===== src/hdl/bpc_pkg.sv =====
// ----------------------------------------------------------------------------
// bpc_pkg
// Types and constants shared by the barometric compensation core.
// ----------------------------------------------------------------------------
`timescale 1ns / 1ps

package bpc_pkg;

  localparam int CFG_IDX_W = 3;
  localparam int CFG_DATA_W = 48;

  typedef enum logic [CFG_IDX_W-1:0] {
    CFG_A_FIRST_THREE = 3'd0,
    CFG_A_FOUR        = 3'd1,
    CFG_A_FIVE        = 3'd2,
    CFG_A_SIX         = 3'd3,
    CFG_B_PAIR        = 3'd4,
    CFG_M_PAIR        = 3'd5,
    CFG_OVERSAMPLING  = 3'd6
  } cfg_idx_e;

  // long divider widths
  localparam int DIV_NUM_W = 33;
  localparam int DIV_DEN_W = 19;

  // accept to result strobe
  localparam int PIPE_LAT = 2 * DIV_NUM_W + 14;

  localparam int B6_OFFSET = 4000;
  localparam int B7_SCALE = 50000;
  localparam int B4_OFFSET = 32768;
  localparam int P_C1 = 3038;
  localparam int P_C2 = -7357;
  localparam int P_C3 = 3791;
  localparam int TEMP_MAX = 32767;
  localparam int TEMP_MIN = -32768;
  localparam int PRESS_MAX = 1048575;

endpackage


===== src/hdl/bpc_udiv.sv =====
// ----------------------------------------------------------------------------
// bpc_udiv
// Pipelined restoring unsigned divider, one quotient bit per stage.
// ----------------------------------------------------------------------------
`timescale 1ns / 1ps

module bpc_udiv (
  input  logic                          clk_i,
  input  logic [bpc_pkg::DIV_NUM_W-1:0] num_i,
  input  logic [bpc_pkg::DIV_DEN_W-1:0] den_i,
  output logic [bpc_pkg::DIV_NUM_W-1:0] quo_o
);
  import bpc_pkg::*;

  logic [DIV_NUM_W-1:0] num_q [DIV_NUM_W];
  logic [DIV_DEN_W-1:0] rem_q [DIV_NUM_W-1];
  logic [DIV_DEN_W-1:0] den_q [DIV_NUM_W-1];

  for (genvar k = 0; k < DIV_NUM_W; k++) begin : g_stage
    logic [DIV_NUM_W-1:0] num_in;
    logic [DIV_DEN_W-1:0] rem_in;
    logic [DIV_DEN_W-1:0] den_in;
    logic [DIV_DEN_W:0]   trial;
    logic [DIV_DEN_W:0]   diff;
    logic                 ge;

    if (k == 0) begin : g_first
      assign num_in = num_i;
      assign rem_in = '0;
      assign den_in = den_i;
    end else begin : g_next
      assign num_in = num_q[k-1];
      assign rem_in = rem_q[k-1];
      assign den_in = den_q[k-1];
    end

    assign trial = {rem_in, num_in[DIV_NUM_W-1]};
    assign ge    = trial >= {1'b0, den_in};
    assign diff  = trial - {1'b0, den_in};

    always_ff @(posedge clk_i) begin
      num_q[k] <= {num_in[DIV_NUM_W-2:0], ge};
    end

    if (k < DIV_NUM_W - 1) begin : g_rem
      always_ff @(posedge clk_i) begin
        rem_q[k] <= ge ? diff[DIV_DEN_W-1:0] : trial[DIV_DEN_W-1:0];
        den_q[k] <= den_in;
      end
    end
  end

  assign quo_o = num_q[DIV_NUM_W-1];

endmodule


===== config.mk =====
export PLATFORM = sky130hd
export DESIGN_NAME = bpc_udiv
export DESIGN_NICKNAME = d
export VERILOG_FILES = /design/src/hdl/bpc_pkg.sv /design/src/hdl/bpc_udiv.sv
export SDC_FILE = /design/constraint.sdc
export NUM_CORES = 2
export LEC_CHECK = 0
export BUFFER_PORTS_ARGS = -buffer_cell sky130_fd_sc_hd__buf_2
export CAP_MARGIN = 30
export CORE_MARGIN = 3
export CORE_UTILIZATION = 39
export CTS_CLUSTER_SIZE = 12
export DETAILED_ROUTE_END_ITERATION = 8
export GPL_TIMING_DRIVEN = 0
export MAX_ROUTING_LAYER = met4
export PLACE_DENSITY_LB_ADDON = 0.3
export SETUP_SLACK_MARGIN = 0.4
export SYNTH_ARGS = -nofsm -noshare
export SYNTH_HDL_FRONTEND = slang
export SYNTH_SLANG_ARGS = --single-unit

===== constraint.sdc =====
create_clock -name clk_i -period 3.68 [get_ports clk_i]
set_input_delay 0.368 -clock clk_i [delete_from_list [all_inputs] [get_ports clk_i]]
set_output_delay 0.368 -clock clk_i [all_outputs]
set_load 0.005 [all_outputs]

==> metrics <==
Avg Inst Size Synth=approximately 11 um^2; Post-Synth XOR/XNOR Area=around 4.9%; Routed WL=about 160,000 um; Max transition margin=46.5%; slew at the pin with the worst max-slew slack=approximately 790 ps; die width=464 um; Mapped Area=slightly above 0.08 mm^2; cell family with most CP delay=compound AO/OA/AOI/OAI gates; overall power=around 80 mW; Unique masters post-synth=86; total gr overflow=0; Die Span Y=~460 um; Setup Skew=61.7 ps; initial drt markers=around 3,000; Clock Latency Late Sink=about 850 ps; period utilization=a little under 90%; Synth Net Count=8,107; Worst R2R Start=num_q[9][32]$_DFF_P_; leakage dissipation=43.2 nW; hold path depth=2; ys async rst share=0%; reg2reg path depth=13; Layout area overhead=16.4%; vias=51,694; PwrDens=839 mW/mm^2; CTS tree=built; FP Rows=around 170; CP Launch Point=num_q[9][32]$_DFF_P_; CTS Buffer Depth=3; crit path DAT=3890 ps; final instance area=0.0953 mm^2; pin count of the biggest net entering global routing=19; setup TNS=0 ps; Vias/cell=between 4 and 5; CP Class=flip-flop to flip-flop; CTS H-tree depth=4; largest family of logic cells by synthesized area=compound AO/OA/AOI/OAI gates; TritonCTS Sinks=2,305; Syn Inst Count=7,413; Detailed Routing Iterations Pass 1=5; final count of hold timing violations=0; mux contribution to synthesized area=around 5.9%; peak supply drop=approximately 0.00055 V; Boundary Pins=between 80 and 90; max incr delay on CP=410 ps; Clk Tree Root Cell=clkbuf_16; top_reg_cell synth=dfxtp_1; Core Footprint=slightly above 0.2 mm^2; fin crit period=approximately 3200 ps; Num CTS Buffers=around 240; HP Start=num_i[30]; antenna violations before repair=2; I/O Buffers=85; worst endpoint required time=~4300 ps; CTS clock-pin slew for the worst setup and hold paths=approximately 60 ps; GP Congestion=~0.90; post-DR wirelength/cell=about 15 um; sequential fraction of the synthesis area=a little under three fifths; Worst R2R Setup Slack=between 400 and 500 ps; critical path endpoint category=flip-flop; status=complete, no violations; placed cells=~10,000; Yosys Warn Count=0; Routed Antenna Nets=0; drt drc=0; Synth Area in Compound Gates=around an eighth; Total GRT Usage=15.1%; worst-path fanout max=10; synthesized flop and latch total=roughly 2,300; buffer and inverter count on the worst path=3; non-filler cells, final=around 11,000; slowest stage cell, crit path=fa_1; max_cap viols=0; first-pass GRT wire length=between 200,000 and 300,000 um; Hold WC Path Type=input port to flip-flop; Simple-Gate Fraction of Synth Area=about 7.0%; Final setup viols=0; hold endpoint=num_q[0][31]$_DFF_P_; Max Freq=310 MHz; Filler Cell Count=approximately 19,000; Post-Synth Adder-Cell Area=about a tenth; critical path launch point type=flip-flop; Total Die Area=0.215 mm^2; share of layout cells above drive strength 1=between 10 and 15%; vias in the first global route=a little over 50,000; dpl hpwl=118,000 um; CP Cell Sequence=inv_1, ha_1, fa_1, nor2b_1, o21bai_1, a31oi_2, a31oi_1, o31ai_2, nor2_1, o21ai_4, buf_6, buf_4, a21oi_1; Layout Nets=8,559; max-slew violations=0; placed instance area=0.0858 mm^2; Post-synth EDFFs=0; RSZ-0062 raised after global routing=yes; worst hold slack=approximately 150 ps; Initial Util=~40%; r2r endpoint=rem_q[5][3]$_DFF_P_
-- area by class of cell --
| class | instances | area [um^2] | area share, % |
|---|---|---|---|
| flip-flops and latches | 2305 | 46100 | 48.4 |
| multi-input cells | 4234 | 32900 | 34.5 |
| clock buffers | 321 | 6620 | 6.95 |
| well taps | 2788 | 3490 | 3.66 |
| inverters | 780 | 2930 | 3.07 |
| repair buffers | 215 | 1630 | 1.71 |
| clock inverters | 68 | 941 | 0.988 |
| plain buffers | 94 | 611 | 0.641 |
| diodes | 2 | 5.00 | 0.00525 |
-- per-stage QoR --
step	setup slack [ps]	utilization, %
floorplan	679	-
global placement	-169	41.2
detailed placement	-254	41.2
CTS	369	45.4
global route	319	45.8
finish	449	45.8
-- cell usage in the layout (no fill, tap or decap), types with 77 or more instances in the layout --
| cell type | instances |
|---|---|
| xor2_1 | 148 |
| xnor2_1 | 308 |
| inv_1 | 777 |
| nand4_1 | 77 |
| buf_2 | 106 |
| mux2_2 | 366 |
| clkbuf_16 | 236 |
| nor2_1 | 349 |
| ha_1 | 606 |
| nor3_1 | 93 |
| nand2_1 | 329 |
| a21oi_1 | 454 |
| buf_4 | 79 |
| dfxtp_1 | 2301 |
| a21o_1 | 177 |
| o21ai_0 | 314 |
| o21a_1 | 88 |
-- metal layers --
metal  vias to the layer above  global-route usage [%]  share of wire [%]
met3                       359                    2.69                4.6
met5                         -                       -                  0
met1                     24176                    18.5                 45
li1                      26132                       -                  -
met4                         0                    5.38                3.4
met2                      1027                    24.8                 47
-- cells by family (layout without fill, tap and decap cells) --
kind of cell,Yosys count,count (layout)
DFF,2305,2305
other,0,2
and+or+nand+nor,1201,1201
xor gates and xnor gates,456,456
adders and majority gates,641,641
muxes,433,433
buffers and inverters,874,1478
AOI/OAI and AO/OA,1503,1503
-- synthesized netlist by cell type, types with 65 or more instances --
library cell | number | share of area [%]
xor2_1 | 148 | 1.6
nor2b_1 | 79 | 0.60
inv_1 | 778 | 3.6
nand3_1 | 72 | 0.44
nand2_1 | 331 | 1.5
nand4_1 | 77 | 0.59
nor3_1 | 93 | 0.57
o21ai_0 | 325 | 2.0
xnor2_1 | 308 | 3.3
o21bai_1 | 65 | 0.60
dfxtp_1 | 2305 | 56
a21o_1 | 177 | 1.6
mux2i_1 | 66 | 0.81
mux2_2 | 366 | 5.0
nand2b_1 | 65 | 0.50
nor2_1 | 349 | 1.6
o21a_1 | 88 | 0.81
ha_1 | 610 | 9.3
a21oi_1 | 467 | 2.9
-- flip-flops by register name, summed over array words and instances, names as in the netlist --
register / cells
num_q: 1089
den_q: 608
rem_q: 608
-- how the worst max path moves through the flow --
stage | to | slack, ps | cells after the start
floorplan | rem_q[4][29]$_DFF_P_ | 680 | 12
global placement | rem_q[1][31]$_DFF_P_ | -170 | 13
detailed placement | rem_q[1][24]$_DFF_P_ | -250 | 13
CTS | rem_q[15][31]$_DFF_P_ | 370 | 12
global route | rem_q[12][36]$_DFF_P_ | 320 | 13
finish | rem_q[5][3]$_DFF_P_ | 450 | 13
-- what timing repair did --
item,CTS,global route
hold endpoints to repair,62,0
setup buffers,23,46
cloned,2,7
pin swaps,15,46
hold buffers,52,0
gates resized for setup,65,159
endpoints found under the setup margin,359,465
-- power by group --
part / switching [mW] / internal (mW)
sequential: 2.03 / 29.4
clock: 9.52 / 13.4
combinational: 13.2 / 12.3
Note: power is estimated with default switching activity, not from simulation.
